--- config.mk ---
export PLATFORM = sky130hd
export DESIGN_NAME = isr_timing_statistics_monitor_unit_flat
export DESIGN_NICKNAME = d
export VERILOG_FILES = /design/src/sv/itsm_pkg.sv /design/src/sv/itsm_chan_if.sv /design/src/sv/isr_timing_statistics_monitor_unit.sv /design/src/sv/itsm_core.sv /design/src/flat_wrapper.sv
export SDC_FILE = /design/constraint.sdc
export NUM_CORES = 2
export LEC_CHECK = 0
export ABC_AREA = 1
export BUFFER_PORTS_ARGS = -buffer_cell sky130_fd_sc_hd__buf_2
export CORE_MARGIN = 2
export CORE_UTILIZATION = 51
export DETAILED_ROUTE_END_ITERATION = 10
export PLACE_DENSITY = 0.69
export SETUP_SLACK_MARGIN = 0.02
export SYNTH_ARGS = -nofsm -noshare
export SYNTH_HDL_FRONTEND = slang
export SYNTH_HIERARCHICAL = 1
export SYNTH_SLANG_ARGS = --single-unit
--- constraint.sdc ---
create_clock -name clk -period 8.6 [get_ports clk]
set_input_delay 0.43 -clock clk [delete_from_list [all_inputs] [get_ports clk]]
set_output_delay 0.43 -clock clk [all_outputs]
set_load 0.02 [all_outputs]
--- src/sv/itsm_pkg.sv ---
package itsm_pkg;

	localparam int STAMP_W = 32;
	localparam int CNT_W   = 32;
	localparam int TMR_W   = 16;
	localparam int SCALE_W = 5;
	localparam int SEL_W   = 5;
	localparam int SF_W    = 10;

	localparam logic [SCALE_W-1:0] SCALE_RESET = 5'd2;

	// Operation codes.
	localparam logic [2:0] OP_START  = 3'd0;
	localparam logic [2:0] OP_ABORT  = 3'd1;
	localparam logic [2:0] OP_FINISH = 3'd2;
	localparam logic [2:0] OP_MOVE   = 3'd3;
	localparam logic [2:0] OP_IRQ    = 3'd4;
	localparam logic [2:0] OP_READ   = 3'd5;

	// Fixed statistic indexes ahead of the per-phase blocks.
	localparam logic [SEL_W-1:0] STAT_START    = 5'd0;
	localparam logic [SEL_W-1:0] STAT_END      = 5'd1;
	localparam logic [SEL_W-1:0] STAT_WRAPS    = 5'd2;
	localparam logic [SEL_W-1:0] STAT_DURATION = 5'd3;
	localparam logic [SEL_W-1:0] STAT_ENTRIES  = 5'd4;
	localparam int               STAT_PHASE_BASE = 5;

	// Statistic indexes after the per-phase blocks, relative to their base.
	localparam logic [5:0] ST_OVERALL_MAX   = 6'd0;
	localparam logic [5:0] ST_PULSES        = 6'd1;
	localparam logic [5:0] ST_PENDING       = 6'd2;
	localparam logic [5:0] ST_LONGEST       = 6'd3;
	localparam logic [5:0] ST_IRQ_SAMPLES   = 6'd4;
	localparam logic [5:0] ST_IRQ_MISSING   = 6'd5;
	localparam logic [5:0] ST_IRQ_ACTIVE    = 6'd6;
	localparam logic [5:0] ST_IRQ_TERMINAL  = 6'd7;
	localparam logic [5:0] ST_ENTRY_CNT_MAX = 6'd8;
	localparam logic [5:0] ST_DL_SAMPLES    = 6'd9;
	localparam logic [5:0] ST_DL_MISSES     = 6'd10;
	localparam logic [5:0] ST_LEAST_SLACK   = 6'd11;

	// Sticky saturation flag positions.
	localparam int SF_WRAP      = 0;
	localparam int SF_ENTRIES   = 1;
	localparam int SF_PHASE     = 2;
	localparam int SF_PULSES    = 3;
	localparam int SF_PENDING   = 4;
	localparam int SF_STREAK    = 5;
	localparam int SF_MISSING   = 6;
	localparam int SF_IRQ       = 7;
	localparam int SF_DL_MISSES = 8;
	localparam int SF_DL_SAMPLE = 9;

	// Move flag and irq flag bit positions.
	localparam int MF_PENDING  = 0;
	localparam int MF_PULSE    = 1;
	localparam int MF_COMPLETE = 2;
	localparam int IF_ENTRY    = 0;
	localparam int IF_ETIMER   = 1;
	localparam int IF_PTIMER   = 2;
	localparam int IF_PENDING  = 3;
	localparam int IF_TERMINAL = 4;

	typedef struct packed {
		logic [2:0]         op;
		logic [STAMP_W-1:0] first_cycle;
		logic [STAMP_W-1:0] second_cycle;
		logic [1:0]         phase;
		logic [2:0]         move_flags;
		logic               abort_flag;
		logic [4:0]         irq_flags;
		logic [TMR_W-1:0]   entry_timer_count;
		logic [TMR_W-1:0]   entry_timer_reload;
		logic [TMR_W-1:0]   post_timer_count;
		logic [TMR_W-1:0]   post_timer_reload;
		logic [SEL_W-1:0]   stat_select;
	} item_t;

	typedef struct packed {
		logic [63:0]     read_value;
		logic            run_valid;
		logic            run_active;
		logic            run_aborted;
		logic [SF_W-1:0] saturation_flags;
	} result_t;

	function automatic logic [CNT_W-1:0] sat_inc(input logic [CNT_W-1:0] v);
		return (v == '1) ? v : v + CNT_W'(1);
	endfunction

endpackage

--- src/sv/itsm_chan_if.sv ---
interface itsm_chan_if #(parameter type payload_t = logic);
	logic     valid;
	logic     ready;
	payload_t data;

	modport source (output valid, output data, input ready);
	modport sink (input valid, input data, output ready);
endinterface

--- src/sv/isr_timing_statistics_monitor_unit.sv ---
// Interrupt-timing statistics monitor.
// The input channel evt carries one event word per transfer: start, abort,
// finish, move sample, full interrupt sample or statistic read. The output
// channel res returns exactly one result word per event: the read value (zero
// unless the event was a read) with the run status and sticky saturation flags
// as they stand after the event. Both channels move a word when valid and
// ready are high at a rising edge of clk.
// An accepted word sits in the input register while the statistics update
// and the result are formed; the result register loads from it when the word
// advances, and the result is offered from there. One word is accepted every
// cycle as long as the receiver keeps up.
// When res is stalled, the input register still drains into a free result
// register, and only once both are full does evt.ready drop.
// The tick scale register is written through cfg_write/cfg_data; the user
// must write it only while the monitor is idle, which the block itself does
// not enforce. arst_n clears all statistics, sets the least slack to all
// ones and the tick scale to two, and empties both registers.
module isr_timing_statistics_monitor_unit #(
	parameter int PHASE_COUNT = 4
) (
	input  logic                         clk,
	input  logic                         arst_n,
	itsm_chan_if.sink                    evt,
	itsm_chan_if.source                  res,
	input  logic                         cfg_write,
	input  logic [itsm_pkg::SCALE_W-1:0] cfg_data
);
	import itsm_pkg::*;

	logic [SCALE_W-1:0] scale_q;
	logic               valid_s1;
	item_t              item_s1;
	logic               out_valid_q;
	result_t            out_q;
	result_t            result;
	logic               adv;

	// The held word moves on whenever the result register is empty or is
	// being emptied in this cycle.
	assign adv       = valid_s1 && (!out_valid_q || res.ready);
	assign evt.ready = !valid_s1 || adv;
	assign res.valid = out_valid_q;
	assign res.data  = out_q;

	always_ff @(posedge clk or negedge arst_n) begin
		if (!arst_n) begin
			scale_q <= SCALE_RESET;
		end else if (cfg_write) begin
			scale_q <= cfg_data;
		end
	end

	always_ff @(posedge clk or negedge arst_n) begin
		if (!arst_n) begin
			valid_s1    <= 1'b0;
			out_valid_q <= 1'b0;
		end else begin
			if (evt.ready) begin
				valid_s1 <= evt.valid;
			end
			if (adv) begin
				out_valid_q <= 1'b1;
			end else if (res.ready) begin
				out_valid_q <= 1'b0;
			end
		end
	end

	always_ff @(posedge clk) begin
		if (evt.valid && evt.ready) begin
			item_s1 <= evt.data;
		end
		if (adv) begin
			out_q <= result;
		end
	end

	itsm_core #(
		.PHASE_COUNT(PHASE_COUNT)
	) u_core (
		.clk    (clk),
		.arst_n (arst_n),
		.adv    (adv),
		.item   (item_s1),
		.scale  (scale_q),
		.result (result)
	);

`ifndef SYNTHESIS
	a_ready_when_empty: assert property (@(posedge clk) disable iff (!arst_n)
		!valid_s1 |-> evt.ready)
		else $error("input register empty but not ready");

	a_accept_loads_s1: assert property (@(posedge clk) disable iff (!arst_n)
		(evt.valid && evt.ready) |=> valid_s1)
		else $error("accepted word did not reach the input register");

	a_adv_loads_result: assert property (@(posedge clk) disable iff (!arst_n)
		adv |=> out_valid_q)
		else $error("result register not loaded after advance");

	a_active_needs_valid: assert property (@(posedge clk) disable iff (!arst_n)
		out_valid_q |-> ((!out_q.run_active && !out_q.run_aborted) || out_q.run_valid))
		else $error("run status active or aborted without a valid run");
`endif

endmodule

--- src/sv/itsm_core.sv ---
module itsm_core #(
	parameter int PHASE_COUNT = 4
) (
	input  logic                           clk,
	input  logic                           arst_n,
	input  logic                           adv,
	input  itsm_pkg::item_t                item,
	input  logic [itsm_pkg::SCALE_W-1:0]   scale,
	output itsm_pkg::result_t              result
);
	import itsm_pkg::*;

	localparam logic [5:0] OTHER_BASE = 6'(STAT_PHASE_BASE + 2 * PHASE_COUNT);

	logic               run_valid_q, run_active_q, run_aborted_q;
	logic [STAMP_W-1:0] start_q, end_q, last_q;
	logic [CNT_W-1:0]   wrap_q, entries_q, overall_max_q, pulses_q, pending_q;
	logic [CNT_W-1:0]   streak_q, longest_q, irq_samples_q, irq_missing_q;
	logic [CNT_W-1:0]   irq_active_q, irq_term_q, dl_samples_q, dl_misses_q, least_q;
	logic [TMR_W-1:0]   ecount_max_q;
	logic [SF_W-1:0]    sticky_q;
	logic [CNT_W-1:0]   ph_cnt_q [PHASE_COUNT];
	logic [CNT_W-1:0]   ph_max_q [PHASE_COUNT];

	logic               run_valid_d, run_active_d, run_aborted_d;
	logic [STAMP_W-1:0] start_d, end_d, last_d;
	logic [CNT_W-1:0]   wrap_d, entries_d, overall_max_d, pulses_d, pending_d;
	logic [CNT_W-1:0]   streak_d, longest_d, irq_samples_d, irq_missing_d;
	logic [CNT_W-1:0]   irq_active_d, irq_term_d, dl_samples_d, dl_misses_d, least_d;
	logic [TMR_W-1:0]   ecount_max_d;
	logic [SF_W-1:0]    sticky_d;
	logic [CNT_W-1:0]   ph_cnt_d [PHASE_COUNT];
	logic [CNT_W-1:0]   ph_max_d [PHASE_COUNT];

	logic                   is_start, move_en;
	logic [STAMP_W-1:0]     elapsed;
	logic [PHASE_COUNT-1:0] ph_hit, ph_sat;
	logic [63:0]            rd_lane [PHASE_COUNT];
	logic [63:0]            rd_phase;

	assign is_start = (item.op == OP_START);
	assign move_en  = (item.op == OP_MOVE) && run_valid_q && run_active_q;
	assign elapsed  = item.second_cycle - item.first_cycle;

	// Per-phase lanes: each lane owns its entry count and maximum.
	for (genvar i = 0; i < PHASE_COUNT; i++) begin : g_phase
		assign ph_hit[i] = (int'(item.phase) == i);
		assign ph_sat[i] = move_en && ph_hit[i] && (ph_cnt_q[i] == '1);

		always_comb begin
			ph_cnt_d[i] = ph_cnt_q[i];
			ph_max_d[i] = ph_max_q[i];
			if (is_start) begin
				ph_cnt_d[i] = '0;
				ph_max_d[i] = '0;
			end else if (move_en && ph_hit[i]) begin
				ph_cnt_d[i] = sat_inc(ph_cnt_q[i]);
				if (elapsed > ph_max_q[i]) begin
					ph_max_d[i] = elapsed;
				end
			end
		end

		always_comb begin
			rd_lane[i] = '0;
			if (int'(item.stat_select) == STAT_PHASE_BASE + i) begin
				rd_lane[i] = 64'(ph_cnt_q[i]);
			end else if (int'(item.stat_select) == STAT_PHASE_BASE + PHASE_COUNT + i) begin
				rd_lane[i] = 64'(ph_max_q[i]);
			end
		end
	end

	always_comb begin
		rd_phase = '0;
		for (int i = 0; i < PHASE_COUNT; i++) begin
			rd_phase = rd_phase | rd_lane[i];
		end
	end

	// Next state of everything outside the phase lanes.
	always_comb begin
		logic [TMR_W:0]   span;
		logic [21:0]      prod;
		logic [CNT_W-1:0] slack;

		run_valid_d   = run_valid_q;
		run_active_d  = run_active_q;
		run_aborted_d = run_aborted_q;
		start_d       = start_q;
		end_d         = end_q;
		last_d        = last_q;
		wrap_d        = wrap_q;
		entries_d     = entries_q;
		overall_max_d = overall_max_q;
		pulses_d      = pulses_q;
		pending_d     = pending_q;
		streak_d      = streak_q;
		longest_d     = longest_q;
		irq_samples_d = irq_samples_q;
		irq_missing_d = irq_missing_q;
		irq_active_d  = irq_active_q;
		irq_term_d    = irq_term_q;
		ecount_max_d  = ecount_max_q;
		dl_samples_d  = dl_samples_q;
		dl_misses_d   = dl_misses_q;
		least_d       = least_q;
		sticky_d      = sticky_q;

		span  = {1'b0, item.post_timer_reload} - {1'b0, item.post_timer_count}
			+ (TMR_W + 1)'(1);
		prod  = 22'(span) * 22'(scale);
		slack = CNT_W'(prod);

		case (item.op)
			OP_START: begin
				run_valid_d   = 1'b1;
				run_active_d  = 1'b1;
				run_aborted_d = 1'b0;
				start_d       = item.first_cycle;
				end_d         = item.first_cycle;
				last_d        = item.first_cycle;
				wrap_d        = '0;
				entries_d     = '0;
				overall_max_d = '0;
				pulses_d      = '0;
				pending_d     = '0;
				streak_d      = '0;
				longest_d     = '0;
				irq_samples_d = '0;
				irq_missing_d = '0;
				irq_active_d  = '0;
				irq_term_d    = '0;
				ecount_max_d  = '0;
				dl_samples_d  = '0;
				dl_misses_d   = '0;
				least_d       = '1;
				sticky_d      = '0;
			end
			OP_ABORT: begin
				if (run_valid_q) begin
					run_aborted_d = 1'b1;
				end
			end
			OP_FINISH: begin
				if (run_valid_q) begin
					if (item.first_cycle < last_q) begin
						if (wrap_q == '1) sticky_d[SF_WRAP] = 1'b1;
						wrap_d = sat_inc(wrap_q);
					end
					last_d       = item.first_cycle;
					end_d        = item.first_cycle;
					run_active_d = 1'b0;
					if (item.abort_flag) run_aborted_d = 1'b1;
				end
			end
			OP_MOVE: begin
				if (move_en) begin
					// Entry stamp, then exit stamp, each checked for a wrap.
					if (item.first_cycle < last_q) begin
						if (wrap_d == '1) sticky_d[SF_WRAP] = 1'b1;
						wrap_d = sat_inc(wrap_d);
					end
					if (item.second_cycle < item.first_cycle) begin
						if (wrap_d == '1) sticky_d[SF_WRAP] = 1'b1;
						wrap_d = sat_inc(wrap_d);
					end
					last_d = item.second_cycle;

					if (entries_q == '1) sticky_d[SF_ENTRIES] = 1'b1;
					entries_d = sat_inc(entries_q);

					if (|ph_sat) sticky_d[SF_PHASE] = 1'b1;
					if ((|ph_hit) && (elapsed > overall_max_q)) begin
						overall_max_d = elapsed;
					end

					if (item.move_flags[MF_PULSE]) begin
						if (pulses_q == '1) sticky_d[SF_PULSES] = 1'b1;
						pulses_d = sat_inc(pulses_q);
					end

					if (item.move_flags[MF_PENDING]) begin
						if (pending_q == '1) sticky_d[SF_PENDING] = 1'b1;
						pending_d = sat_inc(pending_q);
						if (streak_q == '1) sticky_d[SF_STREAK] = 1'b1;
						streak_d = sat_inc(streak_q);
						if (streak_d > longest_q) longest_d = streak_d;
					end else begin
						streak_d = '0;
					end

					if (item.move_flags[MF_COMPLETE]) begin
						end_d        = item.second_cycle;
						run_active_d = 1'b0;
					end
				end
			end
			OP_IRQ: begin
				if (run_valid_q) begin
					if (!item.irq_flags[IF_ENTRY]) begin
						if (irq_missing_q == '1) sticky_d[SF_MISSING] = 1'b1;
						irq_missing_d = sat_inc(irq_missing_q);
					end else begin
						if (irq_samples_q == '1) sticky_d[SF_IRQ] = 1'b1;
						irq_samples_d = sat_inc(irq_samples_q);
						if (item.irq_flags[IF_TERMINAL]) begin
							if (elapsed > irq_term_q) irq_term_d = elapsed;
						end else begin
							if (elapsed > irq_active_q) irq_active_d = elapsed;
						end
						if (!item.irq_flags[IF_ETIMER]
							|| (item.entry_timer_count > item.entry_timer_reload)) begin
							if (irq_missing_q == '1) sticky_d[SF_MISSING] = 1'b1;
							irq_missing_d = sat_inc(irq_missing_q);
						end else begin
							if (item.entry_timer_count > ecount_max_q) begin
								ecount_max_d = item.entry_timer_count;
							end
							// Terminal interrupts carry no deadline check.
							if (!item.irq_flags[IF_TERMINAL]) begin
								if (!item.irq_flags[IF_PTIMER]
									|| (item.post_timer_count > item.post_timer_reload)) begin
									if (dl_misses_q == '1) sticky_d[SF_DL_MISSES] = 1'b1;
									dl_misses_d = sat_inc(dl_misses_q);
								end else begin
									if (dl_samples_q == '1) sticky_d[SF_DL_SAMPLE] = 1'b1;
									dl_samples_d = sat_inc(dl_samples_q);
									if (item.irq_flags[IF_PENDING]) begin
										if (dl_misses_q == '1) sticky_d[SF_DL_MISSES] = 1'b1;
										dl_misses_d = sat_inc(dl_misses_q);
									end else if (slack < least_q) begin
										least_d = slack;
									end
								end
							end
						end
					end
				end
			end
			default: begin
			end
		endcase
	end

	// Statistic read. A read changes no state, so it sees the current values.
	always_comb begin
		logic [5:0]  sel;
		logic [5:0]  other;
		logic [63:0] rv;

		sel   = {1'b0, item.stat_select};
		other = sel - OTHER_BASE;
		rv    = '0;
		case (item.stat_select)
			STAT_START:    rv = 64'(start_q);
			STAT_END:      rv = 64'(end_q);
			STAT_WRAPS:    rv = 64'(wrap_q);
			STAT_DURATION: begin
				// The extended end is {wrap, end}; it lies below the start
				// only when no wrap was seen and end < start.
				if ((wrap_q == '0) && (end_q < start_q)) begin
					rv = '0;
				end else begin
					rv = {wrap_q, end_q} - 64'(start_q);
				end
			end
			STAT_ENTRIES:  rv = 64'(entries_q);
			default: begin
				if (sel < OTHER_BASE) begin
					rv = rd_phase;
				end else begin
					case (other)
						ST_OVERALL_MAX:   rv = 64'(overall_max_q);
						ST_PULSES:        rv = 64'(pulses_q);
						ST_PENDING:       rv = 64'(pending_q);
						ST_LONGEST:       rv = 64'(longest_q);
						ST_IRQ_SAMPLES:   rv = 64'(irq_samples_q);
						ST_IRQ_MISSING:   rv = 64'(irq_missing_q);
						ST_IRQ_ACTIVE:    rv = 64'(irq_active_q);
						ST_IRQ_TERMINAL:  rv = 64'(irq_term_q);
						ST_ENTRY_CNT_MAX: rv = 64'(ecount_max_q);
						ST_DL_SAMPLES:    rv = 64'(dl_samples_q);
						ST_DL_MISSES:     rv = 64'(dl_misses_q);
						ST_LEAST_SLACK:   rv = 64'(least_q);
						default:          rv = '0;
					endcase
				end
			end
		endcase

		result.read_value       = (item.op == OP_READ) ? rv : '0;
		result.run_valid        = run_valid_d;
		result.run_active       = run_active_d;
		result.run_aborted      = run_aborted_d;
		result.saturation_flags = sticky_d;
	end

	always_ff @(posedge clk or negedge arst_n) begin
		if (!arst_n) begin
			run_valid_q   <= 1'b0;
			run_active_q  <= 1'b0;
			run_aborted_q <= 1'b0;
			start_q       <= '0;
			end_q         <= '0;
			last_q        <= '0;
			wrap_q        <= '0;
			entries_q     <= '0;
			overall_max_q <= '0;
			pulses_q      <= '0;
			pending_q     <= '0;
			streak_q      <= '0;
			longest_q     <= '0;
			irq_samples_q <= '0;
			irq_missing_q <= '0;
			irq_active_q  <= '0;
			irq_term_q    <= '0;
			ecount_max_q  <= '0;
			dl_samples_q  <= '0;
			dl_misses_q   <= '0;
			least_q       <= '1;
			sticky_q      <= '0;
			for (int i = 0; i < PHASE_COUNT; i++) begin
				ph_cnt_q[i] <= '0;
				ph_max_q[i] <= '0;
			end
		end else if (adv) begin
			run_valid_q   <= run_valid_d;
			run_active_q  <= run_active_d;
			run_aborted_q <= run_aborted_d;
			start_q       <= start_d;
			end_q         <= end_d;
			last_q        <= last_d;
			wrap_q        <= wrap_d;
			entries_q     <= entries_d;
			overall_max_q <= overall_max_d;
			pulses_q      <= pulses_d;
			pending_q     <= pending_d;
			streak_q      <= streak_d;
			longest_q     <= longest_d;
			irq_samples_q <= irq_samples_d;
			irq_missing_q <= irq_missing_d;
			irq_active_q  <= irq_active_d;
			irq_term_q    <= irq_term_d;
			ecount_max_q  <= ecount_max_d;
			dl_samples_q  <= dl_samples_d;
			dl_misses_q   <= dl_misses_d;
			least_q       <= least_d;
			sticky_q      <= sticky_d;
			for (int i = 0; i < PHASE_COUNT; i++) begin
				ph_cnt_q[i] <= ph_cnt_d[i];
				ph_max_q[i] <= ph_max_d[i];
			end
		end
	end

endmodule

--- src/flat_wrapper.sv ---
// flat-port wrapper written by rule: the top's interface ports become plain ports
module isr_timing_statistics_monitor_unit_flat import itsm_pkg::*;
#(
	parameter int PHASE_COUNT = 4
)
  (clk, arst_n, cfg_write, cfg_data, evt_valid, evt_data, evt_ready, res_valid, res_data, res_ready);
  itsm_chan_if #(.payload_t(item_t)) evt_i ();
  itsm_chan_if #(.payload_t(result_t)) res_i ();
  input  logic clk;
  input  logic arst_n;
  input  logic cfg_write;
  input  logic [itsm_pkg::SCALE_W-1:0] cfg_data;
  input wire logic [$bits(evt_i.valid)-1:0] evt_valid;
  input wire logic [$bits(evt_i.data)-1:0] evt_data;
  output wire logic [$bits(evt_i.ready)-1:0] evt_ready;
  output wire logic [$bits(res_i.valid)-1:0] res_valid;
  output wire logic [$bits(res_i.data)-1:0] res_data;
  input wire logic [$bits(res_i.ready)-1:0] res_ready;
  assign evt_i.valid = evt_valid;
  assign evt_i.data = evt_data;
  assign evt_ready = evt_i.ready;
  assign res_valid = res_i.valid;
  assign res_data = res_i.data;
  assign res_i.ready = res_ready;
  isr_timing_statistics_monitor_unit #(.PHASE_COUNT(PHASE_COUNT)) u_core (.clk(clk), .arst_n(arst_n), .evt(evt_i), .res(res_i), .cfg_write(cfg_write), .cfg_data(cfg_data));
endmodule
==> results.ini <==
[flow_run]
cap_violations=0

[logic_synthesis]
synth_edf_count=224
yosysTopAreaCell=dfrtp_1
yosysSeqAreaShare_pct=38.76
synth_warnings=6
synthArstFlopShare_pct=78.69
ys_ff_latch=1051
mappedNetlistArea_um2=70830
yosysUniqueCellTypes=80
ys.flop_type=dfrtp_1
synthTopCellsByArea=dfrtp_1 28%, edfxtp_1 9.5%, nand2_1 9.5%
netlist_instances=9231
synth_commonest_cells=1790 x nand2_1, 1410 x inv_1, 865 x nor2_1
yosys.cell_count.top_type=nand2_1
synth_top_area_share_pct=28.37
syn_nets=9932
syn_area_per_cell_um2=7.673

[sta]
slew_headroom_pct=14.22
drv_slew=0
timing.fmax_ghz=0.1341
final-setup-viol-count=0
min_period_over_period_pct=86.73
tightest_slew_ns=1.284
layout_min_cycle_time_ns=7.459
setup-tns-final_ns=0
hold_viol=0
skew_ns=0.03581
rsz0062_at_grt=false
worst_slack_ns=1.141

[detailed_routing]
dr_total_vias=68564
wl_per_cell_um=23.66
dr.pass1.iters=7
wirelength_um=270600
drt_iter0_drc=8895
ant_nets=0
via_per_inst=5.994
route.detailed.drc=0

[critical_path]
cp.arrival_ns=8.14
r2r-end=u_core/u_core/least_q[12]$_DFFE_PN1P_
critPathKind=register to register
crit_path_frequent_cell=nand2_1
cp.required_ns=9.28
reg2reg_setup_slack_ns=1.14
slowest_delay_ns=0.54
crit_path_start_kind=register
worst_path_max_delay_cell=fa_1
rr_worst_depth=39
crit_fanout=33
r2r_start=u_core/item_s1[6]$_DFFE_PP_
critPathCaptureType=register

[clock_tree]
h-tree-depth=3
cts.sinks=1051
clockBufferDepth=3
cts_tree=done
clk_pin_slew_ns=0.06
clock_latency_ns=0.79
cts_made_buffers=118
post_cts_buffers=0
cts_hold_buf=166
cts_resized=0
cts_root_buffer=clkbuf_16

[floorplanning]
dieArea_um2=141900
die_h_um=376.7
io_pins=236
coreArea_um2=137700
rows=136
die_width_um=376.7
start_util_pct=51.45

[placement]
gp_congestion=1.044
io_buffers=235
place_area_um2=73930
dp_hpwl_um=206400
place_ws_ns=1.115

[power_and_ir_drop]
vdd_drop_max_uv=194.4
power.density_nw_per_um2=235.9
power.leakage_nw=35.20

[cells_and_area]
syn_to_final_growth_pct=12.70
drive_gt1_share_pct=7.799
nFillCells=12779
seq_area_um2=27450
nets=10238
multi_input_area_um2=36870
finalInstanceArea_um2=79820

[global_routing]
grt_usage_pct=37.48
grt_pass1_vias=64797
grt_max_degree=169
grt_pass1_wl_um=401800
grt_overflow=0
antenna_found_initial=11

[status]
outcome=finished clean

[hold_path]
hp-class=input pin to async pin

flip-flops by register name, indices dropped and copies added (netlist names), 77 cells and up:
name and flops:
u_core/u_core/ph_max_q 128, u_core/res.data 77, u_core/item_s1 147, u_core/u_core/ph_cnt_q 128
metrics by stage:
stage / utilization (%) / power, mW / hold WS [ns] / std cells
floorplan: - / 10.88 / 0.1344 / 9231
global placement: 53.70 / 12.95 / 0.4590 / 11045
detailed placement: 53.70 / 13.11 / 0.4771 / 11045
CTS: 57.98 / 18.71 / 0.2492 / 11436
global route: 57.98 / 19.94 / 0.2695 / 11436
finish: 57.98 / 18.83 / 0.2292 / 11439
power by group:
part | total [mW] | internal, mW | switching [mW] | leakage, nW
Sequential | 6.38 | 5.81 | 0.566 | 13.2
Combinational | 6.93 | 2.29 | 4.64 | 20.0
Clock | 5.53 | 3.26 | 2.26 | 2.05
layout make-up:
class	count	area share [%]
diodes	3	0.009405
clock buffers	159	4.173
clock inverters	66	1.121
inverters	1447	6.814
multi-input cells	6427	46.19
flip-flops and latches	1051	34.39
well taps	1794	2.812
repair buffers	492	4.486
worst max-delay path, delay by kind of cell (launching register included):
family | cells | cell delay (ns)
xor gates and xnor gates | 1 | 0.35
adders and majority gates | 8 | 3.09
and+or+nand+nor | 14 | 1.30
buffers and inverters | 6 | 0.61
AOI/OAI and AO/OA | 10 | 1.62
DFF | 1 | 0.38
kinds of logic (layout without fill, tap and decap cells):
family | Yosys count | after routing | share of synthesized area, %
compound gates | 1866 | 1866 | 15.38
xor+xnor | 255 | 255 | 3.153
fa+ha+maj | 544 | 544 | 10.13
buf+inv | 1753 | 2164 | 9.485
flops | 1051 | 1051 | 38.76
mux | 2 | 2 | 0.03180
other cells | 0 | 3 | 0
simple gates | 3760 | 3760 | 23.06
layer usage:
metal,share of wire (%),global-route usage [%]
met1,40,49.82
met2,43,56.81
met3,9.8,7.462
met4,7.1,21.95
met5,0.028,0
cell usage in the layout, fill, tap and decap left out, drive strengths merged, types with 33 or more instances in the layout:
| cell | netlist | final |
|---|---|---|
| nand3 | 393 | 393 |
| nand2 | 1824 | 1824 |
| nor2 | 905 | 905 |
| nand4 | 176 | 176 |
| fa | 49 | 49 |
| dlygate4sd3 | 0 | 166 |
| ha | 495 | 495 |
| dfrtp | 803 | 803 |
| o31ai | 49 | 49 |
| nor4 | 91 | 91 |
| a211oi | 38 | 38 |
| a21oi | 476 | 476 |
| xor2 | 212 | 212 |
| edfxtp | 224 | 224 |
| clkinv | 9 | 45 |
| o21ai | 740 | 740 |
| nor3 | 327 | 327 |
| clkbuf | 226 | 159 |
| inv | 1438 | 1440 |
| a31oi | 33 | 33 |
| xnor2 | 43 | 43 |
| a221oi | 107 | 107 |
| buf | 80 | 326 |
| o22ai | 259 | 259 |
how the worst max path moves through the flow:
| stage | startpoint | end | cells after the start |
|---|---|---|---|
| 2_1_floorplan | u_core/res.valid$_DFFE_PN0P_ | u_core/u_core/ph_cnt_q[31]$_DFFE_PN0P_ | 15 |
| 3_3_place_gp | u_core/item_s1[6]$_DFFE_PP_ | u_core/u_core/least_q[0]$_DFFE_PN1P_ | 39 |
| 3_5_place_dp | u_core/item_s1[6]$_DFFE_PP_ | u_core/u_core/least_q[12]$_DFFE_PN1P_ | 39 |
| 4_1_cts | u_core/item_s1[6]$_DFFE_PP_ | u_core/u_core/least_q[14]$_DFFE_PN1P_ | 39 |
| 5_1_grt | u_core/item_s1[6]$_DFFE_PP_ | u_core/u_core/least_q[21]$_DFFE_PN1P_ | 39 |
| 6_report | u_core/item_s1[6]$_DFFE_PP_ | u_core/u_core/least_q[12]$_DFFE_PN1P_ | 39 |
Note: power is estimated with default switching activity, not from simulation.
